## config.mk

```make
export PLATFORM = sky130hd
export DESIGN_NAME = cdm_ram
export DESIGN_NICKNAME = d
export VERILOG_FILES = /design/src/design/cayley_dickson_multiplier_top_macros.svh /design/src/design/cdm_ram.sv
export SDC_FILE = /design/constraint.sdc
export NUM_CORES = 1
export LEC_CHECK = 0
export BUFFER_PORTS_ARGS = -buffer_cell sky130_fd_sc_hd__buf_2
export CORE_MARGIN = 10
export CORE_UTILIZATION = 40
export CTS_BUF_LIST = sky130_fd_sc_hd__clkbuf_8
export DETAILED_ROUTE_END_ITERATION = 10
export PLACE_DENSITY = 0.58
export REMOVE_ABC_BUFFERS = 1
export SETUP_SLACK_MARGIN = 0.05
export SLEW_MARGIN = 20
export SYNTH_ARGS = -nofsm -noshare
export SYNTH_HDL_FRONTEND = slang
export SYNTH_SLANG_ARGS = --single-unit
export TNS_END_PERCENT = 100
```

## constraint.sdc

```tcl
create_clock -name clk -period 3.7 [get_ports clk]
set_input_delay 0.74 -clock clk [delete_from_list [all_inputs] [get_ports clk]]
set_output_delay 0.74 -clock clk [all_outputs]
set_load 0.02 [all_outputs]
```

## src/design/cayley_dickson_multiplier_top_macros.svh

```systemverilog
// Assertion macros for the Cayley-Dickson multiplier top level.
`ifndef CAYLEY_DICKSON_MULTIPLIER_TOP_MACROS_SVH
`define CAYLEY_DICKSON_MULTIPLIER_TOP_MACROS_SVH

// same-cycle implication
`define CDM_ASSERT_IMP(label, ante, cons) \
  label: assert property (@(posedge clk) disable iff (rst) (ante) |-> (cons)) \
    else $error("cdm assertion failed");

// next-cycle implication
`define CDM_ASSERT_NXT(label, ante, cons) \
  label: assert property (@(posedge clk) disable iff (rst) (ante) |=> (cons)) \
    else $error("cdm assertion failed");

`endif

```

## src/design/cdm_ram.sv

```systemverilog
// Generic single-write, single-read RAM with registered read data.
`default_nettype none
module cdm_ram #(
  parameter int WIDTH = 16,
  parameter int DEPTH = 16,
  localparam int AW   = $clog2(DEPTH)
) (
  input  wire logic             clk,
  input  wire logic             we,
  input  wire logic [AW-1:0]    waddr,
  input  wire logic [WIDTH-1:0] wdata,
  input  wire logic             re,
  input  wire logic [AW-1:0]    raddr,
  output logic      [WIDTH-1:0] rdata
);
  logic [WIDTH-1:0] mem [DEPTH];

  always_ff @(posedge clk) begin
    if (we) begin
      mem[waddr] <= wdata;
    end
    if (re) begin
      rdata <= mem[raddr];
    end
  end
endmodule
`default_nettype wire

```

# Word level (Yosys, flattened, before mapping)
# Memory sizes are Yosys's and may differ from the RTL's. A register that Yosys moved wholly into a read port is not among the register bits.
# Cells that the tools add are included.
# classes
muxes	2
# op_table
operator	n
1-bit 2-to-1 mux	2
# word_totals
ram_bits	256
memories	1
output_inout_bits	16
wordCells	3
in_bits	27
regBits	0
# memory_table
name	depth	width	read_ports	rd_clocked_by_memory_dff	wr	line	text
mem	16	16	1	1	1	cdm_ram.sv:16	logic [WIDTH-1:0] mem [DEPTH];

# Depth between registers and ports, before layout
# logic_depth
ltp_word	2
mapped_depth	5
mapped_depth_nobuf	3

# Least setup slack after synthesis
# No wires, ideal clock.
# synth_timing
path_type	in2reg
start	input port waddr[2]
end	memory mem[0][0], enable pin
path_slack_ns	0.905
t_arrival_ns	2.386
path_buffers	0
required_ns	3.291
setup_time_ns	0.409
stages	2
cell_sequence	or3b_2 > nor3_1
# synth_lines
item	line	text
start: declaration	cdm_ram.sv:10	input wire logic [AW-1:0] waddr,
end: declaration	cdm_ram.sv:16	
# No word-level cell before the write port.

# Final worst setup path
# layout_timing
start	input port waddr[2]
end	memory mem[1][2], enable pin
# No word-level cell before the write port.

==> reports/results.txt <==
drc violations: 0
Worst-Margin Slew: 1.104 ns
Period minus WS final: 2.078 ns
Yosys warning count: 0
clock buffer depth: 3
Max stage delay on crit path: 0.57 ns
Post-DP HPWL: 12,420 um
Fin. Hold Viols: 0
DRT Pass-1 Iters: 4
P_int: 4.783 mW
post-CTS setup buffers: 0
Final GP Congestion: 0.7331
Root Driver: clkbuf_8
cell family with most CP delay: simple AND/OR/NAND/NOR gates
worst setup path class: in -> reg
register share of total power: 57.4%
required time worst endpoint: 3.93 ns
Syn Area/Cell: 23.62 um^2
GRT Overall Usage: 13.36%
TritonCTS clock tree: yes
I/O Pins: 43
leading cell types in the layout, fill and taps excluded: edfxtp_1 (272), mux4_2 (54), clkbuf_8 (45)
hold crit path type: in -> reg
CTS resizes: 0
layout cells sized above 1: 34.36%
Overall Power: 6.079 mW
number of port buffers: 42
largest net degree at the start of global routing: 47
# placed instances: 807
routed len/inst: 24.93 um
setup violators final: 0
area of the mapped netlist: 0.01020 mm^2
final cell count without fillers: 881
Layout Skew: 0.01580 ns
Layout Nets: 549
unrepaired setup endpoints after global routing: no
fin crit share: 56.16%
Leakage: 3.830 nW
combinational share of power: 5.2%
Routed WL: 21,960 um
P_sw: 1.296 mW
commonest non-fill, non-tap cell in the layout: edfxtp_1
clock buffer count from CTS: 43
Worst VDD drop: 0.0002593 V
Fmax: 481.2 MHz
vias in the first global route: 5,066
Initial Utilization: 40.64%
chip height: 179.7 um
die area: 0.03230 mm^2
PD cells: 518.5 mW/mm^2
CP endpoint kind: flip-flop
H-tree depth: 2
Syn Inst Count: 432
Rel. slew slack: 26.40%
GRT overflow: 0
cts hold-fix bufs: 0
Chip Width: 179.7 um
Clock Sinks: 272
Rows: 58
vias: 4,762
Core ar.: 0.02511 mm^2
synthesis-to-layout area growth: 14.90%
clk_lat worst skew: 0.54 ns
worst path cell trace: buf_2, or3b_2, nor2_2, buf_4
Synth Register Bits: 272
worst path bufs/invs: 2
Final TNS setup: 0 ns
CP Data Arrival Time: 2.30 ns
Final ANT Viol Nets: 0
first-pass GRT wire length: 32,660 um
CP max FO: 9
switching part of the total: 21.32%
post-detailed-route via-to-cell ratio: 5.405
outcome: completed
max cap viols: 0
fill count: 2,118
distinct cell type count after synthesis: 18
Worst setup SP type: input pin
clk slew on worst S/H paths: 0.06 ns
Max stage delay cell, worst path: nor2_2
Pins Over Slew Limit: 0
initial antenna violation count: 1
post-synthesis sequential area ratio: 80.05%
Clock power frac: 37.3%
Iter 0 DRT Violations: 369
-- final cells by class --
class                      instances  area [um^2]  share of cell area (%)
sequential                       272         8168                   69.67
multi-input combinational        139         1967                   16.78
clock buffer                      45        619.3                   5.283
timing repair buffer              66        417.9                   3.565
tap                              330        412.9                   3.522
clock inverter                    28        136.4                   1.163
antenna                            1        2.502                 0.02134
-- kinds of logic after synthesis --
logic type / after synthesis / synth area share [%]
compound gates: 32 / 2.354
buf+inv: 21 / 1.214
simple gates: 43 / 1.888
flops: 272 / 80.05
mux: 64 / 14.49
-- flip-flops by register name, indices dropped and copies added, names as in the netlist --
name / count
mem: 256
rdata: 16
-- worst paths after layout --
path	start	end	slack, ns	cells after the start
max	waddr[2]	mem[1][2]$_DFFE_PP_	1.62	4
min	wdata[1]	mem[2][1]$_DFFE_PP_	0.58	1
max reg2reg	mem[1][0]$_DFFE_PP_	rdata[0]$_DFFE_PP_	2.23	3
min reg2reg	mem[15][15]$_DFFE_PP_	rdata[15]$_DFFE_PP_	0.74	3
-- power by group through the flow --
stage               clock network [mW]  logic (mW)  registers [mW]
floorplan                            0       0.134            3.57
global placement                     0       0.317            3.55
detailed placement                   0       0.325            3.56
CTS                               2.33       0.326            3.49
global route                      2.46       0.346            3.49
finish                            2.27       0.318            3.49
-- through the flow --
stage	worst slack (ns)	area, um^2	hold WS (ns)	utilization [%]
4_1_cts	1.635	11720	0.5485	46.68
3_5_place_dp	1.070	10970	0.7330	43.67
2_1_floorplan	0.9049	10080	0.7103	-
5_1_grt	1.567	11720	0.5656	46.68
6_report	1.622	11720	0.5802	46.69
3_3_place_gp	1.104	10970	0.7322	43.67
-- cell usage after synthesis (all sizes together) --
| library cell | instances | share of area [%] |
|---|---|---|
| buf | 13 | 0.92 |
| clkbuf | 8 | 0.29 |
| nand2 | 17 | 0.63 |
| edfxtp | 272 | 80 |
| or3b | 1 | 0.086 |
| nor2b | 2 | 0.12 |
| nand2b | 2 | 0.12 |
| nand3b | 2 | 0.15 |
| nor2 | 13 | 0.48 |
| mux4 | 64 | 14 |
| nor3 | 4 | 0.20 |
| and2 | 1 | 0.061 |
| nand3 | 1 | 0.049 |
| a22oi | 32 | 2.4 |
-- layer usage --
layer	part of all wire, %	wire (um)	global-route usage, %	vias to the layer above
met4	1.5	323	3.837	0
met1	46	10210	18.95	2558
li1	-	-	-	2041
met2	47	10280	20.25	133
met3	5.3	1154	2.972	30
met5	0	0	0	-
No activity file was read; power rests on OpenSTA's default activity.
