File: src/design/cayley_dickson_multiplier_top_macros.svh
// Assertion macros for the Cayley-Dickson multiplier top level.
`ifndef CAYLEY_DICKSON_MULTIPLIER_TOP_MACROS_SVH
`define CAYLEY_DICKSON_MULTIPLIER_TOP_MACROS_SVH

// same-cycle implication
`define CDM_ASSERT_IMP(label, ante, cons) \
  label: assert property (@(posedge clk) disable iff (rst) (ante) |-> (cons)) \
    else $error("cdm assertion failed");

// next-cycle implication
`define CDM_ASSERT_NXT(label, ante, cons) \
  label: assert property (@(posedge clk) disable iff (rst) (ante) |=> (cons)) \
    else $error("cdm assertion failed");

`endif

File: src/design/cdm_pkg.sv
// Shared constants, types and sign table function for the Cayley-Dickson multiplier.
`default_nettype none
package cdm_pkg;
  localparam int CDM_MAX_DIM   = 16;
  localparam int CDM_IDX_BITS  = 4;
  localparam int CDM_LG_BITS   = 3;
  localparam int CDM_LG_MAX    = 4;
  localparam int CDM_PART_BITS = 16;
  localparam int CDM_PROD_BITS = 32;
  localparam int CDM_ACC_BITS  = 36;
  localparam int CDM_SUM_BITS  = 64;
  localparam int CDM_ROOT_BITS = 32;
  localparam int CDM_NORM_BITS = 18;

  typedef logic [CDM_IDX_BITS-1:0] cdm_idx_t;
  typedef logic signed [CDM_PART_BITS-1:0] cdm_part_t;

  typedef enum logic [5:0] {
    ST_IDLE   = 6'b000001,
    ST_MAC    = 6'b000010,
    ST_DRAIN  = 6'b000100,
    ST_SQRT   = 6'b001000,
    ST_OUT_RD = 6'b010000,
    ST_OUT_LD = 6'b100000
  } cdm_state_t;

  // control that travels with one term through the MAC pipeline
  typedef struct packed {
    logic     valid;
    logic     first;
    logic     last;
    logic     done_run;
    logic     neg;
    cdm_idx_t k;
  } cdm_mac_ctl_t;

  // Sign of e_i * e_j (left basis i, right basis j) at dimension 2^lg.
  // Walks the doubling levels from the top, following the recursion.
  function automatic logic cdm_sign(input cdm_idx_t i, input cdm_idx_t j,
                                    input logic [CDM_LG_BITS-1:0] lg);
    cdm_idx_t a;
    cdm_idx_t b;
    cdm_idx_t t;
    logic     neg;
    a   = i;
    b   = j;
    neg = 1'b0;
    for (int lv = CDM_LG_MAX - 1; lv >= 0; lv--) begin
      if (lv < int'(lg)) begin
        case ({a[lv], b[lv]})
          2'b01: begin
            b[lv] = 1'b0;
            t = a; a = b; b = t;
          end
          2'b10: begin
            a[lv] = 1'b0;
            neg = neg ^ (b != '0);
          end
          2'b11: begin
            a[lv] = 1'b0;
            b[lv] = 1'b0;
            neg = neg ^ (b == '0);
            t = a; a = b; b = t;
          end
          default: ;
        endcase
      end
    end
    return neg;
  endfunction
endpackage
`default_nettype wire

File: src/design/cdm_mac.sv
// Multiply-accumulate pipeline: signed terms into components, squares into the norm sum.
`default_nettype none
module cdm_mac (
  input  wire logic                     clk,
  input  wire logic                     rst,
  input  wire logic                     start,
  input  wire cdm_pkg::cdm_mac_ctl_t    ctl,
  input  wire logic signed [15:0]       x,
  input  wire logic signed [15:0]       y,
  output logic                          res_we,
  output cdm_pkg::cdm_idx_t             res_addr,
  output logic signed [35:0]            res_data,
  output logic [63:0]                   sum,
  output logic                          sat,
  output logic                          done
);
  import cdm_pkg::*;

  cdm_mac_ctl_t                     ctl2;
  logic signed [CDM_PROD_BITS-1:0]  prod;
  logic signed [CDM_ACC_BITS-1:0]   acc;
  logic signed [CDM_ACC_BITS-1:0]   acc_next;
  logic signed [CDM_ACC_BITS-1:0]   term;
  logic                             sq_v;
  logic                             sq_end;
  logic signed [CDM_ACC_BITS-1:0]   sq_acc;
  logic [CDM_ACC_BITS-1:0]          mag;
  logic                             fin_v;
  logic                             fin_end;
  logic                             fin_big;
  logic [CDM_SUM_BITS-1:0]          sq;
  logic [CDM_SUM_BITS:0]            sum_add;

  always_comb begin
    term     = ctl2.neg ? -CDM_ACC_BITS'(prod) : CDM_ACC_BITS'(prod);
    acc_next = ctl2.first ? term : acc + term;
    mag      = sq_acc[CDM_ACC_BITS-1] ? CDM_ACC_BITS'(-sq_acc) : CDM_ACC_BITS'(sq_acc);
    sum_add  = {1'b0, sum} + {1'b0, sq};
  end

  assign res_we   = ctl2.valid && ctl2.last;
  assign res_addr = ctl2.k;
  assign res_data = acc_next;

  always_ff @(posedge clk) begin
    prod <= x * y;
    if (ctl2.valid) begin
      acc <= acc_next;
    end
    sq_acc  <= acc_next;
    sq      <= CDM_SUM_BITS'(mag[31:0]) * CDM_SUM_BITS'(mag[31:0]);
    fin_big <= mag[CDM_ACC_BITS-1:32] != '0;
    if (rst) begin
      ctl2    <= '0;
      sq_v    <= 1'b0;
      sq_end  <= 1'b0;
      fin_v   <= 1'b0;
      fin_end <= 1'b0;
      done    <= 1'b0;
      sum     <= '0;
      sat     <= 1'b0;
    end else begin
      ctl2    <= ctl;
      sq_v    <= res_we;
      sq_end  <= res_we && ctl2.done_run;
      fin_v   <= sq_v;
      fin_end <= sq_v && sq_end;
      done    <= fin_v && fin_end;
      if (start) begin
        sum <= '0;
        sat <= 1'b0;
      end else if (fin_v) begin
        if (fin_big || sum_add[CDM_SUM_BITS]) begin
          sat <= 1'b1;
        end else begin
          sum <= sum_add[CDM_SUM_BITS-1:0];
        end
      end
    end
  end
endmodule
`default_nettype wire

File: config.mk
export PLATFORM = sky130hd
export DESIGN_NAME = cdm_mac
export DESIGN_NICKNAME = d
export VERILOG_FILES = /design/src/design/cayley_dickson_multiplier_top_macros.svh /design/src/design/cdm_pkg.sv /design/src/design/cdm_mac.sv
export SDC_FILE = /design/constraint.sdc
export NUM_CORES = 2
export LEC_CHECK = 0
export BUFFER_PORTS_ARGS = -buffer_cell sky130_fd_sc_hd__buf_2
export CORE_UTILIZATION = 35
export CTS_CLUSTER_SIZE = 16
export DETAILED_ROUTE_END_ITERATION = 7
export PLACE_DENSITY_LB_ADDON = 0.15
export SLEW_MARGIN = 25
export SYNTH_ARGS = -nofsm -noshare
export SYNTH_HDL_FRONTEND = slang
export SYNTH_SLANG_ARGS = --single-unit
File: constraint.sdc
create_clock -name clk -period 9.3 [get_ports clk]
set_input_delay 0.93 -clock clk [delete_from_list [all_inputs] [get_ports clk]]
set_output_delay 0.93 -clock clk [all_outputs]
set_load 0.01 [all_outputs]
# Word level (Yosys, flattened, before mapping)
# Index checks and enable logic that the tools add are counted.
dict set report word_totals {
  elab_cells 37
  register_bits 248
  in_bits 44
  output_inout_bits 107
}
dict set report classes {
  add_sub_neg 4
  bitwise 1
  mul 2
  mux 3
  reduce_logical 9
}
# operator n
set ops {}
lappend ops {{$mux W36} 3}
lappend ops {{$add A64 B64 Y65} 1}
lappend ops {{$mul A32 B32 Y64} 1}
lappend ops {{$add A36 B36 Y36} 1}
lappend ops {{$neg A32 Y36} 1}
lappend ops {{$neg A36 Y36} 1}
lappend ops {{$mul A16 B16 Y32} 1}
lappend ops {{$logic_and A1 B1 Y1} 4}
lappend ops {{$reduce_and A2 Y1} 2}
lappend ops {{$reduce_bool A4 Y1} 1}
lappend ops {{$reduce_or A2 Y1} 1}
lappend ops {{$logic_or A1 B1 Y1} 1}
lappend ops {{$not A1 Y1} 1}

# Logic depth before layout (Yosys ltp)
dict set report depth {
  ltp_word 4
  mapped_depth 41
  ltp_nobuf 38
}

# Worst setup path before layout
# No wires, ideal clock.
dict set report synth_timing {
  kind {register -> register}
  from {register sq_acc[0]}
  to {register sq[61]}
  required_ps 9228
  period_less_slack_ps 9803
  stages_incl_launch_ff 40
  path_buffers 4
  arrival_ps 9730
  path_slack_ps -503
  setup_ps 72
  path_cell_list {dfxtp_1 > inv_1 > clkbuf_1 > clkbuf_1 > ha_1 > nand2_1 > or4_1 > nand2b_1 > nor2_1 > nand2_1 > o41a_1 > xor2_1 > clkbuf_1 > nand2_1 > fa_1 > inv_1 > fa_1 > fa_1 > [... 4 more ...] > fa_1 > fa_1 > inv_1 > fa_1 > inv_1 > ha_1 > clkbuf_1 > a21o_1 > a211oi_1 > nand2_1 > o21ai_0 > o21a_1 > a211oi_1 > o31a_1 > a31oi_1 > nor2_1 > a221oi_1 > xnor2_1}
}
dict set report synth_between {
  elab_chain_len 3
}
# element line
set synth_rtl {}
lappend synth_rtl {{start, declared} cdm_mac.sv:26} ;# logic signed [CDM_ACC_BITS-1:0] sq_acc;
lappend synth_rtl {{start signal, assigned} cdm_mac.sv:50} ;# sq_acc <= acc_next;
lappend synth_rtl {{$neg A36 Y36} cdm_mac.sv:37} ;# mag = sq_acc[CDM_ACC_BITS-1] ? CDM_ACC_BITS'(-sq_acc) : CDM_ACC_BITS'(sq_acc);
lappend synth_rtl {{$mux W36 (*)} cdm_mac.sv:37}
lappend synth_rtl {{$mul A32 B32 Y64 (*)} cdm_mac.sv:51} ;# sq <= CDM_SUM_BITS'(mag[31:0]) * CDM_SUM_BITS'(mag[31:0]);
lappend synth_rtl {{end signal, assigned} cdm_mac.sv:51}
lappend synth_rtl {{end, declared} cdm_mac.sv:31} ;# logic [CDM_SUM_BITS-1:0] sq;
# Mark *: on every way between the ends. The rest lies on a longest branch, timed or not.
# A chain may end at the register's enable or synchronous reset.

# Worst setup path in the final report
dict set report layout_timing {
  from {register sq_acc[3]}
  to {register sq[59]}
}
# Same word-level chain as after synthesis.

==> insert_results.sql <==
INSERT INTO impl_metrics (metric_group, metric, value, unit) VALUES
('sta', 'holdWs', '0.408', 'ns'),
('sta', 'finalCritPeriodShare', '100', '%'),
('synthesis', 'syn_avg_cell_area', '9.10', 'um2'),
('worst_setup_path', 'cp.required', '9.85', 'ns'),
('worst_setup_path', 'worst_ep_arrival_time', '9.85', 'ns'),
('sta', 'grt_setup_unrepaired', 'true', ''),
('floorplan', 'die-width', '386', 'um'),
('sta', 'timing.final.ws_setup', '0.00461', 'ns'),
('place', 'numPortBuffers', '150', ''),
('hold_path', 'worstHoldPathType', 'reg2reg', ''),
('global_routing', 'total_global_routing_overflow', '0', ''),
('sta', 'achievable-frequency', '108', 'MHz'),
('clock_tree', 'ctsHoldBuffers', '0', ''),
('synthesis', 'yosysSeqAreaShare', '10.3', '%'),
('synthesis', 'synth-simple-area-share', '11.9', '%'),
('worst_setup_path', 'critical_path_sink_type', 'flop', ''),
('global_routing', 'met3_usage', '1.78', '%'),
('detailed_routing', 'wire_per_inst', '20.0', 'um'),
('sta', 'timing.slew.headroom', '27.1', '%'),
('synthesis', 'synth-xor-area-share', '4.64', '%'),
('floorplan', 'die-area', '149000', 'um2'),
('detailed_routing', 'drt_first_pass_iters', '7', ''),
('clock_tree', 'clock_transition_time_at_the_flip_flop_clock_pins_of_the_worst_setup_and_hold_paths', '0.07', 'ns'),
('global_routing', 'grt_first_pass_wirelength', '249000', 'um'),
('synthesis', 'synth.lib_cells_used.distinct', '88', ''),
('layout', 'layout_commonest_cell', 'sky130_fd_sc_hd__inv_1', ''),
('sta', 'final_max_tran_viols', '0', ''),
('synthesis', 'synth.area.mux_share', '1.14', '%'),
('detailed_routing', 'ant_nets', '0', ''),
('synthesis', 'synth-main-ff-cell', 'sky130_fd_sc_hd__dfxtp_1', ''),
('global_routing', 'number_of_antenna_violations_at_the_first_check_in_global_routing', '7', ''),
('outcome', 'status', 'finished clean', ''),
('floorplan', 'fp.dieH', '386', 'um'),
('sta', 'timing.final.hold_violations', '0', ''),
('place', 'pre_cts_ws', '-0.533', 'ns'),
('detailed_routing', 'number_of_drc_markers_after_the_initial_detailed_route_iteration', '1973', ''),
('synthesis', 'synth-edff-count', '36', ''),
('synthesis', 'ys_warns', '0', ''),
('synthesis', 'synth-seq-cells', '247', ''),
('flow_run', 'drv_cap', '0', ''),
('global_routing', 'grt_util_met2', '39.5', '%'),
('global_routing', 'pin_count_of_the_biggest_net_entering_global_routing', '64', ''),
('floorplan', 'initial_utilization', '35.3', '%'),
('clock_tree', 'worst_skew_pair.late_latency', '0.62', 'ns'),
('synthesis', 'synth_area_in_compound_gates', '8.88', '%'),
('layout', 'area_growth_syn_to_layout', '16.9', '%'),
('sta', 'setup_violations', '0', ''),
('synthesis', 'post_synth_instance_area', '51600', 'um2'),
('clock_tree', 'h-tree-depth', '1', ''),
('clock_tree', 'clk_root_buffer_cell', 'sky130_fd_sc_hd__clkbuf_16', ''),
('worst_setup_path', 'critical_path.slowest_cell', 'sky130_fd_sc_hd__fa_1', ''),
('global_routing', 'track_usage', '22.1', '%'),
('detailed_routing', 'wl', '163000', 'um'),
('synthesis', 'number_of_instances_in_the_synthesized_netlist', '5674', ''),
('floorplan', 'io_pins', '151', ''),
('synthesis', 'synth-adder-area-share', '52.3', '%'),
('detailed_routing', 'vias_per_cell', '4.87', ''),
('worst_setup_path', 'path_max_fanout', '7', ''),
('layout', 'fin_nets', '7755', ''),
('layout', 'drive_above_1_share', '14.9', '%'),
('layout', 'final_cell_mix', 'sky130_fd_sc_hd__inv_1, sky130_fd_sc_hd__fa_1, sky130_fd_sc_hd__nand2_1, sky130_fd_sc_hd__buf_4, sky130_fd_sc_hd__ha_1', ''),
('synthesis', 'synthArstFlopShare', '0', '%'),
('synthesis', 'synth_top_family_by_area', 'adder cells', ''),
('worst_setup_path', 'path_common_cell', 'sky130_fd_sc_hd__fa_1', ''),
('place', 'dp_hpwl', '139000', 'um'),
('global_routing', 'most_used_layer_global_route', 'met2', ''),
('clock_tree', 'numCtsBuffers', '31', ''),
('sta', 'setup_total_negative_slack', '0', 'ns'),
('floorplan', 'fp-row-count', '140', ''),
('global_routing', 'vias_in_the_first_global_route', '42100', ''),
('sta', 'final.setup_skew', '0.0335', 'ns');
[cell usage after synthesis (all sizes together) (53+ instances only)]
cell type | count | share of area, %
and2 | 109 | 1.3
ha | 464 | 11
xnor2 | 173 | 2.9
a21o | 114 | 1.7
nand2 | 537 | 3.9
fa | 1058 | 41
a21oi | 215 | 2.1
nand2b | 54 | 0.65
xor2 | 97 | 1.7
clkbuf | 164 | 1.2
o21ai | 137 | 1.4
dfxtp | 211 | 8.2
mux2i | 53 | 1.0
nor2 | 458 | 3.3
inv | 1292 | 9.4
[final timing paths]
check                     start               to  slack [ns]  cells after the start
max           sq_acc[3]$_DFF_P_   sq[59]$_DFF_P_       0.005                     33
min          fin_end$_SDFF_PP0_  done$_SDFF_PP0_        0.41                      2
max reg2reg   sq_acc[3]$_DFF_P_   sq[59]$_DFF_P_       0.005                     33
min reg2reg  fin_end$_SDFF_PP0_  done$_SDFF_PP0_        0.41                      2
[cells by family (layout without fill, tap and decap cells)]
group                      count (synthesis)  after routing
and+or+nand+nor                         1377           1377
muxes                                     58             58
adders and majority gates               1522           1522
buffers and inverters                   1491           2030
other                                      1              6
xor gates and xnor gates                 270            270
DFF                                      247            247
AOI/OAI and AO/OA                        708            708
[metal layers]
metal  routed length [um]  part of all wire [%]
met1                69800                    43
met2                82600                    51
met3                 6210                   3.8
met4                 3950                   2.4
met5                   35                 0.022
[critical path, delay by kind of cell, from the launching register on]
kind	cells	cell delay, ns
fa+ha+maj	9	4.46
compound gates	7	1.78
simple gates	7	1.32
buf+inv	8	0.98
xor+xnor	2	0.36
flops	1	0.32
[registers in the layout, summed over array words and instances (netlist names)]
signal / cells
fin_end: 1
sq_end: 1
sum: 64
fin_big: 1
done: 1
res_addr: 4
sq: 63
sat: 1
sq_acc: 36
ctl2: 5
acc: 36
fin_v: 1
prod: 32
sq_v: 1
[repair_timing]
action / CTS / global route
pin swaps: 12 / 67
gates resized for setup: 49 / 118
endpoints found under the setup margin: 20 / 25
buffers inserted: 8 / 20
[final cells by class]
class	instances	area [um2]
Clock inverter	27	345
Clock buffer	31	776
Inverter	1302	4900
Antenna cell	4	10.0
Fill cell	14800	85800
Sequential cell	247	5310
Tap cell	1917	2400
Multi-Input combinational cell	3937	41600
Timing Repair Buffer	670	5030
[stage by stage]
stage,utilization (%),area [um2],std cells
3_5_place_dp,39.9,58300,8049
4_1_cts,40.9,59700,8114
5_1_grt,41.3,60300,8132
6_report,41.3,60300,8135
3_3_place_gp,39.9,58300,8049
2_1_floorplan,-,51700,5675
Power is not shown: default switching activity piles up to over one toggle a cycle in this logic, so the estimate is an artifact.
